**src/hw/rtl/drd_pkg.sv**
```systemverilog
package drd_pkg;

    localparam int ATTR_W       = 24;
    localparam int POS_W        = 7;
    localparam int CLS_W        = 7;
    localparam int BOX_W        = 17;
    localparam int SCORE_W      = 24;
    localparam int CNT_W        = 8;
    localparam int DIM_W        = 14;
    localparam int THR_W        = 13;
    localparam int FRAC_BITS    = 12;
    localparam int CLASS_OFFSET = 5;
    localparam int MIN_ATTRS    = 6;
    localparam int MAX_ATTRS    = 128;
    localparam int NUM_BOX      = 4;
    localparam int BOX_IDX_W    = $clog2(NUM_BOX);
    localparam int OBJ_POS      = NUM_BOX;

    // scaling datapath widths
    localparam int NUM_W        = ATTR_W + 2;
    localparam int PROD_W       = NUM_W + DIM_W + 1;
    localparam int SCALE_W      = NUM_W;
    localparam int SPROD_W      = 2 * ATTR_W;
    localparam int BOX_LIM      = 2 ** (BOX_W - 1);

    // row queue
    localparam int QDEPTH       = 2;
    localparam int QPTR_W       = $clog2(QDEPTH);
    localparam int QCNT_W       = $clog2(QDEPTH + 1);

    // register file
    localparam int CFG_IDX_W    = 3;
    localparam int CFG_DATA_W   = 14;
    localparam logic [CFG_IDX_W-1:0] CFG_ATTR_COUNT   = 3'd0;
    localparam logic [CFG_IDX_W-1:0] CFG_IMAGE_WIDTH  = 3'd1;
    localparam logic [CFG_IDX_W-1:0] CFG_IMAGE_HEIGHT = 3'd2;
    localparam logic [CFG_IDX_W-1:0] CFG_OBJ_THR      = 3'd3;
    localparam logic [CFG_IDX_W-1:0] CFG_SCORE_THR    = 3'd4;

    localparam logic [CNT_W-1:0] RST_ATTR_COUNT = 8'd85;
    localparam logic [DIM_W-1:0] RST_IMAGE_DIM  = 14'd640;
    localparam logic [THR_W-1:0] RST_THR        = 13'd1024;

    typedef logic signed [ATTR_W-1:0] t_attr;

    typedef struct packed {
        t_attr              cx;
        t_attr              cy;
        t_attr              w;
        t_attr              h;
        t_attr              obj;
        t_attr              best;
        logic [CLS_W-1:0]   cls;
        logic               found;
    } t_row_rec;

    typedef struct packed {
        logic [DIM_W-1:0]   image_width;
        logic [DIM_W-1:0]   image_height;
        logic [THR_W-1:0]   object_threshold;
        logic [THR_W-1:0]   score_threshold;
    } t_scale_cfg;

endpackage

```
**src/hw/rtl/drd_queue.sv**
```systemverilog
module drd_queue (
    input  logic                i_clk,
    input  logic                i_rst_n,
    input  logic                i_push,
    input  drd_pkg::t_row_rec   i_data,
    input  logic                i_pop,
    output logic                o_full,
    output logic                o_empty,
    output drd_pkg::t_row_rec   o_head
);
    import drd_pkg::*;

    t_row_rec           r_mem [QDEPTH];
    logic [QPTR_W-1:0]  r_wr;
    logic [QPTR_W-1:0]  r_rd;
    logic [QCNT_W-1:0]  r_count;

    assign o_full  = r_count == QCNT_W'(QDEPTH);
    assign o_empty = r_count == '0;
    assign o_head  = r_mem[r_rd];

    always_ff @(posedge i_clk) begin
        if (!i_rst_n) begin
            r_wr    <= '0;
            r_rd    <= '0;
            r_count <= '0;
        end else begin
            if (i_push) begin
                r_wr <= (r_wr == QPTR_W'(QDEPTH - 1)) ? '0 : r_wr + 1'b1;
            end
            if (i_pop) begin
                r_rd <= (r_rd == QPTR_W'(QDEPTH - 1)) ? '0 : r_rd + 1'b1;
            end
            if (i_push && !i_pop) begin
                r_count <= r_count + 1'b1;
            end else if (!i_push && i_pop) begin
                r_count <= r_count - 1'b1;
            end
        end
    end

    always_ff @(posedge i_clk) begin
        if (i_push) begin
            r_mem[r_wr] <= i_data;
        end
    end

`ifndef SYNTH
    a_no_overflow: assert property (@(posedge i_clk) disable iff (!i_rst_n)
        o_full |-> !i_push)
        else $error("row queue overflow");
    a_no_underflow: assert property (@(posedge i_clk) disable iff (!i_rst_n)
        o_empty |-> !i_pop)
        else $error("row queue underflow");
`endif

endmodule

```
**config.mk**
```make
export PLATFORM = sky130hd
export DESIGN_NAME = drd_queue
export DESIGN_NICKNAME = d
export VERILOG_FILES = /design/src/hw/rtl/drd_pkg.sv /design/src/hw/rtl/drd_queue.sv
export SDC_FILE = /design/constraint.sdc
export NUM_CORES = 1
export LEC_CHECK = 0
export ABC_AREA = 0
export BUFFER_PORTS_ARGS = -buffer_cell sky130_fd_sc_hd__buf_2
export CORE_MARGIN = 3
export CORE_UTILIZATION = 58
export CTS_BUF_LIST = sky130_fd_sc_hd__clkbuf_4
export DETAILED_ROUTE_END_ITERATION = 10
export PLACE_DENSITY = 0.95
export SYNTH_ARGS = -nofsm -noshare
export SYNTH_HDL_FRONTEND = slang
export SYNTH_SLANG_ARGS = --single-unit
export TNS_END_PERCENT = 5
```
**constraint.sdc**
```tcl
create_clock -name i_clk -period 19.62 [get_ports i_clk]
set_clock_uncertainty 0.05 [all_clocks]
set_input_delay 1.962 -clock i_clk [delete_from_list [all_inputs] [get_ports i_clk]]
set_output_delay 1.962 -clock i_clk [all_outputs]
set_load 0.01 [all_outputs]
```
==> flow_summary.yaml <==
outcome:
  status: "finished clean"
hold_path:
  hold_class: "reg2reg"
  hold_start: "r_rd"
  holdPathStages: 2
setup_path:
  ff2ff_path_depth: 2
  crit_fanout: 52
  reg2reg_from: "r_wr"
  crit_path_start_kind: "register"
  cpLargestDelayFamily: "buffers and inverters"
  crit_arrival_ns: 2.87
  crit_chain: "buf_4, mux2_2, buf_2"
  cp.required_ns: 17.61
  critPathMaxStageDelay_ns: 0.85
  slowest_stage: "buf_4"
  r2r-end: "r_mem[1][47]"
  path_class: "reg2out"
  r2r_slack_ns: 17.37
  end_kind: "output port"
  cp.buffers_inverters: 2
routing:
  vias: 6122
  drtIter0Drc: 350
  dr.pass1.iters: 4
  drtAntennaViolNets: 0
  totalWireLength_mm: 24.2
  remaining_drc_errors: 0
  wire_per_inst_um: 20.4
  viasPerCell: 5.17
finish:
  synthToLayoutAreaGrowth_pct: 24.1
  mostFrequentLayoutCells: "309 x buf_2, 304 x edfxtp_1, 110 x clkbuf_4, 80 x mux2_4, 72 x mux2_2"
  nets: 1027
  drive_gt1_share_pct: 63.2
  fin_area_mm2: 0.0143
  layout_commonest_cell: "buf_2"
clock_tree:
  ctsHoldBuffers: 0
  cts-root-buf: "clkbuf_4"
  cts-resized-gates: 0
  clkSlewWorstSetupHoldPaths_ns: 0.06
  htreeDepth: 3
  clock_latency_ns: 0.65
  postCtsSetupBuffers: 0
  cts_tree: "built"
  cts_buffers: 76
  cts_sinks: 309
  clock_path_buffers: 3
synthesis:
  synth_area_per_cell_um2: 23.2
  yosys.area.top_type: "edfxtp_1"
  ys_types: 17
  async_reset_ff_share_pct: 0
  netlist_area_mm2: 0.0115
  synth_edf_count: 304
  synth.area.top_cells: "edfxtp_1 79%, mux2_4 10%, mux2_2 7.0%, buf_6 0.98%, dfxtp_1 0.87%"
  synth.top_cell.area_share_pct: 79.3
  syn_nets: 652
  synth_cells: 495
  synth.ff_latch_count: 309
  ys.flop_type: "edfxtp_1"
  yosys_warnings: 0
  yosysSeqAreaShare_pct: 80.2
global_routing:
  grt_start_max_net_pins: 154
  grt_pass1_vias: 6745
  grt_first_pass_wirelength_mm: 36.9
  antenna_found_initial: 3
  overflow: 0
  grt_usage_pct: 22.4
timing:
  finalSetupViolCount: 0
  fin_tns_setup_ns: 0
  finalHoldViolCount: 0
  layout_worst_path_cycle_share_pct: 24.9
  rsz0062_at_grt: "false"
  worst_pin_slew_ns: 0.970
  fin_crit_ns: 4.88
  slew_violations: 0
  whs_ns: 0.587
  slew_headroom_pct: 35.4
  setup_slack_ns: 14.74
  fmax_mhz: 205
run:
  max_cap_violations: 0
placed_design:
  routabilityCongestion: 0.735
  dp_hpwl_mm: 15.7
  port_buffers: 309
  post-place-ws_ns: 15.38
  dpl-instance-area_mm2: 0.0133
power_and_ir_drop:
  share_seq_of_total_power_pct: 53.0
  powerDensity_mw_per_mm2: 103
  comb_power_share_pct: 10.8
  intPower_mw: 1.14
  clkPwrFrac_pct: 36.3
  swShare_pct: 22.5
  switching_power_uw: 329
  p_leak_nw: 5.65
  peakVddDrop_uv: 76.7
die:
  rows: 50
  core_area_mm2: 0.0191
  die_h_um: 147
  die-area_mm2: 0.0216
  die_w_um: 147
  initial_core_util_pct: 60.3
  pin_count: 310
-- synthesized netlist by cell type, types with 2 or more instances --
library cell	n
xor2_1	2
mux2_4	80
mux2_2	72
edfxtp_1	304
buf_6	10
and2_1	4
buf_2	7
dfxtp_1	5
nor2b_1	3
-- worst max path at each step --
stage	end	slack, ns	cells after the start
detailed placement	o_head[28]	15.38	3
global route	o_head[28]	14.52	3
global placement	o_head[28]	15.39	3
floorplan	r_mem[0][0]	10.32	1
CTS	o_head[28]	14.64	3
finish	o_head[28]	14.74	3
-- cell type report --
| class | count | area (µm²) |
|---|---|---|
| diodes | 2 | 5.00 |
| clock buffers | 110 | 826 |
| multi-input cells | 168 | 2130 |
| well taps | 260 | 325 |
| repair buffers | 314 | 1600 |
| clock inverters | 20 | 154 |
| inverters | 1 | 3.75 |
| flip-flops and latches | 309 | 9230 |
| fillers | 1070 | 4800 |
-- state kept, by name (all words and copies together) (netlist names), named ones only --
signal   cells
r_mem      304
r_count      2
r_rd         1
r_wr         1
-- metal layers --
metal / part of all wire, % / wire length (µm) / GRT usage [%] / up-vias
li1: - / - / - / 2776
met1: 36 / 8700 / 25.5 / 2986
met2: 53 / 12800 / 39.3 / 310
met3: 8.5 / 2060 / 7.93 / 48
met4: 2.4 / 582 / 8.14 / 2
met5: 0.029 / 7 / 0 / -
-- through the flow --
| stage | std cells | power [mW] | util (%) |
|---|---|---|---|
| floorplan | 495 | 0.887 | - |
| global placement | 1052 | 0.940 | 69.7 |
| detailed placement | 1052 | 0.949 | 69.7 |
| CTS | 1182 | 1.48 | 74.8 |
| global route | 1184 | 1.53 | 74.8 |
| finish | 1184 | 1.47 | 74.8 |
-- power groups by stage --
| stage | Clock, mW | Combinational [mW] | Sequential [mW] |
|---|---|---|---|
| 6_report | 0.532 | 0.158 | 0.777 |
| 3_3_place_gp | 0 | 0.153 | 0.787 |
| 4_1_cts | 0.547 | 0.160 | 0.777 |
| 5_1_grt | 0.582 | 0.169 | 0.780 |
| 3_5_place_dp | 0 | 0.158 | 0.791 |
| 2_1_floorplan | 0 | 0.0976 | 0.789 |
-- cells by family after synthesis --
logic type                 count (synthesis)  synth area share [%]
AOI/OAI and AO/OA                          3                 0.174
xor gates and xnor gates                   3                 0.228
adders and majority gates                  1                 0.109
buffers and inverters                     18                  1.32
DFF                                      309                  80.2
muxes                                    152                  17.5
and+or+nand+nor                            9                 0.468
-- worst reg2reg max path, cell delays in order, from the launching register on --
cell and delay, ns:
dfxtp_1 0.40, and2_4 0.62, buf_4 0.73
No activity file was read; power rests on OpenSTA's default activity.
