==> src/hw/rtl/drd_pkg.sv <==
package drd_pkg;

    localparam int ATTR_W       = 24;
    localparam int POS_W        = 7;
    localparam int CLS_W        = 7;
    localparam int BOX_W        = 17;
    localparam int SCORE_W      = 24;
    localparam int CNT_W        = 8;
    localparam int DIM_W        = 14;
    localparam int THR_W        = 13;
    localparam int FRAC_BITS    = 12;
    localparam int CLASS_OFFSET = 5;
    localparam int MIN_ATTRS    = 6;
    localparam int MAX_ATTRS    = 128;
    localparam int NUM_BOX      = 4;
    localparam int BOX_IDX_W    = $clog2(NUM_BOX);
    localparam int OBJ_POS      = NUM_BOX;

    // scaling datapath widths
    localparam int NUM_W        = ATTR_W + 2;
    localparam int PROD_W       = NUM_W + DIM_W + 1;
    localparam int SCALE_W      = NUM_W;
    localparam int SPROD_W      = 2 * ATTR_W;
    localparam int BOX_LIM      = 2 ** (BOX_W - 1);

    // row queue
    localparam int QDEPTH       = 2;
    localparam int QPTR_W       = $clog2(QDEPTH);
    localparam int QCNT_W       = $clog2(QDEPTH + 1);

    // register file
    localparam int CFG_IDX_W    = 3;
    localparam int CFG_DATA_W   = 14;
    localparam logic [CFG_IDX_W-1:0] CFG_ATTR_COUNT   = 3'd0;
    localparam logic [CFG_IDX_W-1:0] CFG_IMAGE_WIDTH  = 3'd1;
    localparam logic [CFG_IDX_W-1:0] CFG_IMAGE_HEIGHT = 3'd2;
    localparam logic [CFG_IDX_W-1:0] CFG_OBJ_THR      = 3'd3;
    localparam logic [CFG_IDX_W-1:0] CFG_SCORE_THR    = 3'd4;

    localparam logic [CNT_W-1:0] RST_ATTR_COUNT = 8'd85;
    localparam logic [DIM_W-1:0] RST_IMAGE_DIM  = 14'd640;
    localparam logic [THR_W-1:0] RST_THR        = 13'd1024;

    typedef logic signed [ATTR_W-1:0] t_attr;

    typedef struct packed {
        t_attr              cx;
        t_attr              cy;
        t_attr              w;
        t_attr              h;
        t_attr              obj;
        t_attr              best;
        logic [CLS_W-1:0]   cls;
        logic               found;
    } t_row_rec;

    typedef struct packed {
        logic [DIM_W-1:0]   image_width;
        logic [DIM_W-1:0]   image_height;
        logic [THR_W-1:0]   object_threshold;
        logic [THR_W-1:0]   score_threshold;
    } t_scale_cfg;

endpackage

==> src/hw/rtl/drd_attr_if.sv <==
interface drd_attr_if;
    import drd_pkg::*;

    logic                       valid;
    logic                       ready;
    logic signed [ATTR_W-1:0]   attr_value;

    modport source (output valid, output attr_value, input ready);
    modport sink   (input valid, input attr_value, output ready);
endinterface

==> src/hw/rtl/drd_front.sv <==
module drd_front (
    input  logic                        i_clk,
    input  logic                        i_rst_n,
    drd_attr_if.sink                    i_attr,
    input  logic [drd_pkg::CNT_W-1:0]   i_attr_count,
    input  logic                        i_q_full,
    output logic                        o_push,
    output drd_pkg::t_row_rec           o_rec
);
    import drd_pkg::*;

    logic [POS_W-1:0]   r_pos;
    t_attr              r_box [NUM_BOX];
    t_attr              r_obj;
    t_attr              r_best;
    logic [CLS_W-1:0]   r_cls;
    logic               r_found;

    t_attr              n_box [NUM_BOX];
    t_attr              n_obj;
    t_attr              n_best;
    logic [CLS_W-1:0]   n_cls;
    logic               n_found;

    t_attr              v;
    logic               accept;
    logic               row_end;
    logic [CNT_W-1:0]   count;

    assign i_attr.ready = !i_q_full;
    assign accept       = i_attr.valid && !i_q_full;
    assign v            = i_attr.attr_value;

    always_comb begin
        if (i_attr_count < CNT_W'(MIN_ATTRS)) begin
            count = CNT_W'(MIN_ATTRS);
        end else if (int'(i_attr_count) > MAX_ATTRS) begin
            count = CNT_W'(MAX_ATTRS);
        end else begin
            count = i_attr_count;
        end
        row_end = ((CNT_W+1)'(r_pos) + (CNT_W+1)'(1)) >= (CNT_W+1)'(count);
    end

    // route the beat to its slot in the row
    always_comb begin
        n_box   = r_box;
        n_obj   = r_obj;
        n_best  = r_best;
        n_cls   = r_cls;
        n_found = r_found;
        if (r_pos < POS_W'(NUM_BOX)) begin
            n_box[r_pos[BOX_IDX_W-1:0]] = v;
        end else if (r_pos == POS_W'(OBJ_POS)) begin
            n_obj = v;
        end else if (v > r_best) begin
            n_best  = v;
            n_cls   = CLS_W'(r_pos - POS_W'(CLASS_OFFSET));
            n_found = 1'b1;
        end
    end

    assign o_push      = accept && row_end;
    assign o_rec.cx    = n_box[0];
    assign o_rec.cy    = n_box[1];
    assign o_rec.w     = n_box[2];
    assign o_rec.h     = n_box[3];
    assign o_rec.obj   = n_obj;
    assign o_rec.best  = n_best;
    assign o_rec.cls   = n_cls;
    assign o_rec.found = n_found;

    always_ff @(posedge i_clk) begin
        if (!i_rst_n || o_push) begin
            r_pos   <= '0;
            for (int i = 0; i < NUM_BOX; i++) begin
                r_box[i] <= '0;
            end
            r_obj   <= '0;
            r_best  <= '0;
            r_cls   <= '0;
            r_found <= 1'b0;
        end else if (accept) begin
            r_pos   <= r_pos + 1'b1;
            r_box   <= n_box;
            r_obj   <= n_obj;
            r_best  <= n_best;
            r_cls   <= n_cls;
            r_found <= n_found;
        end
    end

`ifndef SYNTH
    a_row_restart: assert property (@(posedge i_clk) disable iff (!i_rst_n)
        o_push |=> (r_pos == '0 && !r_found && r_best == '0))
        else $error("row state not cleared after row end");
`endif

endmodule

==> src/flat_wrapper.sv <==
// flat-port wrapper written by rule: the top's interface ports become plain ports
module drd_front_flat import drd_pkg::*;
  (i_clk, i_rst_n, i_attr_count, i_q_full, o_push, o_rec, i_attr_valid, i_attr_attr_value, i_attr_ready);
  drd_attr_if i_attr_i ();
  input  logic i_clk;
  input  logic i_rst_n;
  input  logic [drd_pkg::CNT_W-1:0] i_attr_count;
  input  logic i_q_full;
  output logic o_push;
  output drd_pkg::t_row_rec o_rec;
  input wire logic [$bits(i_attr_i.valid)-1:0] i_attr_valid;
  input wire logic [$bits(i_attr_i.attr_value)-1:0] i_attr_attr_value;
  output wire logic [$bits(i_attr_i.ready)-1:0] i_attr_ready;
  assign i_attr_i.valid = i_attr_valid;
  assign i_attr_i.attr_value = i_attr_attr_value;
  assign i_attr_ready = i_attr_i.ready;
  drd_front u_core (.i_clk(i_clk), .i_rst_n(i_rst_n), .i_attr(i_attr_i), .i_attr_count(i_attr_count), .i_q_full(i_q_full), .o_push(o_push), .o_rec(o_rec));
endmodule
==> config.mk <==
export PLATFORM = sky130hd
export DESIGN_NAME = drd_front_flat
export DESIGN_NICKNAME = d
export VERILOG_FILES = /design/src/hw/rtl/drd_pkg.sv /design/src/hw/rtl/drd_attr_if.sv /design/src/hw/rtl/drd_front.sv /design/src/flat_wrapper.sv
export SDC_FILE = /design/constraint.sdc
export NUM_CORES = 1
export LEC_CHECK = 0
export BUFFER_PORTS_ARGS = -buffer_cell sky130_fd_sc_hd__clkbuf_2
export CAP_MARGIN = 20
export CORE_MARGIN = 10
export CORE_UTILIZATION = 60
export CTS_CLUSTER_DIAMETER = 80
export DETAILED_ROUTE_END_ITERATION = 10
export HOLD_SLACK_MARGIN = 0.15
export PLACE_DENSITY = 0.89
export REMOVE_ABC_BUFFERS = 1
export SLEW_MARGIN = 20
export SYNTH_ARGS = -nofsm -noshare
export SYNTH_HDL_FRONTEND = slang
export SYNTH_SLANG_ARGS = --single-unit
export TNS_END_PERCENT = 10
==> constraint.sdc <==
create_clock -name i_clk -period 6.9 [get_ports i_clk]
set_input_delay 0.345 -clock i_clk [delete_from_list [all_inputs] [get_ports i_clk]]
set_output_delay 0.345 -clock i_clk [all_outputs]
set_load 0.01 [all_outputs]
==> results.toml <==
[floorplanning]
io_pins = 190
rows = 44
core-area_um2 = 14500
die_h_um = 141
fp.dieW_um = 141
dieArea_um2 = 20000
start_util_pct = 61.1

[yosys]
ys_types = 46
synth_edf_count = 0
synth_cells = 1040
synth_flop_cell = "dfxtp_1"
yosys.area_share.simple_pct = 19.6
netlist_area_um2 = 8850
synth-adder-area-share_pct = 5.09
synth_compound_gate_area_share_pct = 12.1
seq_area_frac_synth_pct = 36.0
synth_top_family_by_area = "simple AND/OR/NAND/NOR gates"
yosysWarnings = 0
ys_async_sr_fraction_pct = 0
postSynthAreaPerCell_um2 = 8.51
muxShareOfSynthArea_pct = 18.6
ys_ff_latch = 159
synthXorXnorAreaFrac_pct = 1.48

[power]
power.density_nw_per_um2 = 213
p_leak_nw = 4.26
ir_worst_vdd_mv = 0.153

[placement]
placed_cells = 1326
port_buffers = 189
gp_congestion = 0.823
dpl.hpwl_um = 16800
place_ws_ns = 3.31

[timing]
slew_headroom_pct = 26.1
fin_crit_sh_pct = 56.5
fmax_mhz = 256
maxSlewViolCount = 0
worst_slew_pin_slew_ns = 1.11
final.setup_skew_ns = 0.0133
rsz0062_at_grt = "false"
post-route-min-period_ns = 3.90
setup_violations = 0
hold_viol = 0
setup_ws_ns = 3.00

[run_status]
status = "finished, final reports clean"

[clock_network]
clock_latency_ns = 0.44
cts_root_buf = "clkbuf_16"
cts_inserted_buffers = 17
tritoncts = "built"
h-tree-depth = 4
cts_hold_buf = 0
cts_sinks = 159
postCtsSetupBuffers = 0
path_clk_slew_ns = 0.07
clock_path_buffers = 2
cts_resized = 0

[hold_path]
hold_path.class = "input port to flop"

[critical_path]
cp_max_fo = 17
critPathLaunchType = "flop"
criticalPathCategory = "flop to primary output"
arrival_ns = 3.56
slowest_stage = "nor3_4"
endpoint_kind = "primary output"
slowest_delay_ns = 0.63
path_buf_inv = 3
worstPathRequired_ns = 6.55
path_delay_family = "simple AND/OR/NAND/NOR gates"
crit_chain = "inv_1 > ha_1 > nand4_1 > nor4_1 > nand3b_1 > nand3_1 > nor3_4 > buf_4 > mux2_2 > clkbuf_2"

[grt]
grt_pass1_vias = 7755
grt_pass1_wl_um = 40300
grt_max_degree = 155
grtUsageTotal_pct = 24.6
antenna_found_initial = 0
gr-total-overflow = 0

[run]
cap_violations = 0

[layout]
syn2layout_area_growth_pct = 15.3
antenna_cells = 0
drive_gt1_share_pct = 35.3
final_cells = 1358
final_nets = 1233

[drt]
drtIter0Drc = 466
ant_nets = 0
drc_errors = 0
drt-pass1-iter-count = 5
routed_wirelength_um = 25500
dr_total_vias = 7887
via_per_inst = 5.81
avgRoutedWirePerCell_um = 18.8
==> worst min-delay path, stage by stage <==
cell and delay (ns):
clkbuf_2 0.15, nand2_1 0.08, a21oi_1 0.05
==> cell usage after synthesis (4+ instances only) <==
| cell | count | area [µm²] |
|---|---|---|
| nand2_1 | 225 | 845 |
| dfxtp_1 | 159 | 3180 |
| mux2_2 | 143 | 1610 |
| a21oi_1 | 91 | 455 |
| nor2_1 | 64 | 240 |
| buf_2 | 42 | 210 |
| ha_1 | 36 | 450 |
| inv_1 | 31 | 116 |
| nand4_1 | 29 | 181 |
| nor3_1 | 26 | 130 |
| a21oi_2 | 25 | 219 |
| clkbuf_1 | 25 | 93.8 |
| o31ai_1 | 23 | 173 |
| o21ai_0 | 20 | 100 |
| buf_6 | 12 | 135 |
| nand3_1 | 10 | 50.1 |
| buf_4 | 8 | 60.1 |
| xnor2_1 | 8 | 70.1 |
| xor2_1 | 7 | 61.3 |
| buf_1 | 6 | 22.5 |
| o211ai_1 | 5 | 37.5 |
| nand2_4 | 4 | 45.0 |
| nor2_4 | 4 | 45.0 |
==> sequential cells by signal, summed over array words and instances, names as in the netlist <==
name,count
u_core.r_box,96
u_core.r_best,24
u_core.r_obj,24
u_core.r_cls,7
u_core.r_pos,7
u_core.r_found,1
==> report_power, final <==
group / switching, mW / internal (mW) / total, mW / leakage [nW]
sequential: 0.0113 / 0.939 / 0.951 / 1.29
clock: 0.385 / 0.541 / 0.926 / 0.274
combinational: 0.182 / 0.111 / 0.292 / 2.70
total: 0.579 / 1.59 / 2.17 / 4.26
==> area by class of cell <==
type / instances / area [µm²]
Clock inverter: 10 / 113
Sequential cell: 159 / 3180
Clock buffer: 22 / 454
Timing Repair Buffer: 195 / 1020
Inverter: 31 / 116
Tap cell: 184 / 230
Multi-Input combinational cell: 757 / 5080
Fill cell: 1131 / 4280
==> metrics by stage <==
step / utilization [%] / total power [mW] / instance area, µm² / hold slack [ns] / setup TNS (ns)
6_report: 70.5 / 2.17 / 10200 / 0.234 / 0
5_1_grt: 70.5 / 2.23 / 10200 / 0.246 / 0
4_1_cts: 70.4 / 2.17 / 10200 / 0.226 / 0
3_5_place_dp: 66.5 / 1.26 / 9630 / 0.443 / 0
3_3_place_gp: 66.2 / 1.25 / 9590 / 0.438 / 0
2_1_floorplan: - / 1.14 / 8330 / 0.433 / -667.16
==> kinds of logic after synthesis <==
family / Yosys count
muxes: 146
xor gates and xnor gates: 15
DFF: 159
AOI/OAI and AO/OA: 175
buffers and inverters: 124
adders and majority gates: 36
and+or+nand+nor: 385
==> final timing paths <==
kind                                   from  cells past startpoint                        endpoint  slack [ns]
max          u_core.r_best[22]$_SDFFE_PP0P_                     10                        o_rec[3]        3.00
min                    i_attr_attr_value[0]                      3    u_core.r_box[0]$_SDFFE_PP0P_        0.23
max reg2reg    u_core.r_pos[0]$_SDFFE_PP0P_                     12  u_core.r_best[15]$_SDFFE_PP0P_        3.50
min reg2reg    u_core.r_box[9]$_SDFFE_PP0P_                      2    u_core.r_box[9]$_SDFFE_PP0P_        0.45
==> cells in the final DEF, fill, tap and decap left out, types with 17 or more instances in the layout <==
master       n
nand2_1    224
clkbuf_2   189
dfxtp_1    159
mux2_2     143
a21oi_1     91
nor2_1      64
ha_1        36
inv_1       31
nand4_1     29
nor3_1      26
a21oi_2     25
o31ai_1     23
o21ai_0     19
clkbuf_16   17
==> per-layer routing <==
metal / wire [µm] / share of wire [%] / global-route usage, % / up-vias
met5: 0 / 0 / 0 / -
met2: 11900 / 47 / 40.1 / 315
met1: 11000 / 43 / 30.1 / 3722
met4: 573 / 2.2 / 9.52 / 0
li1: - / - / - / 3798
met3: 1970 / 7.7 / 7.14 / 52
(Power assumes the default switching activity.)
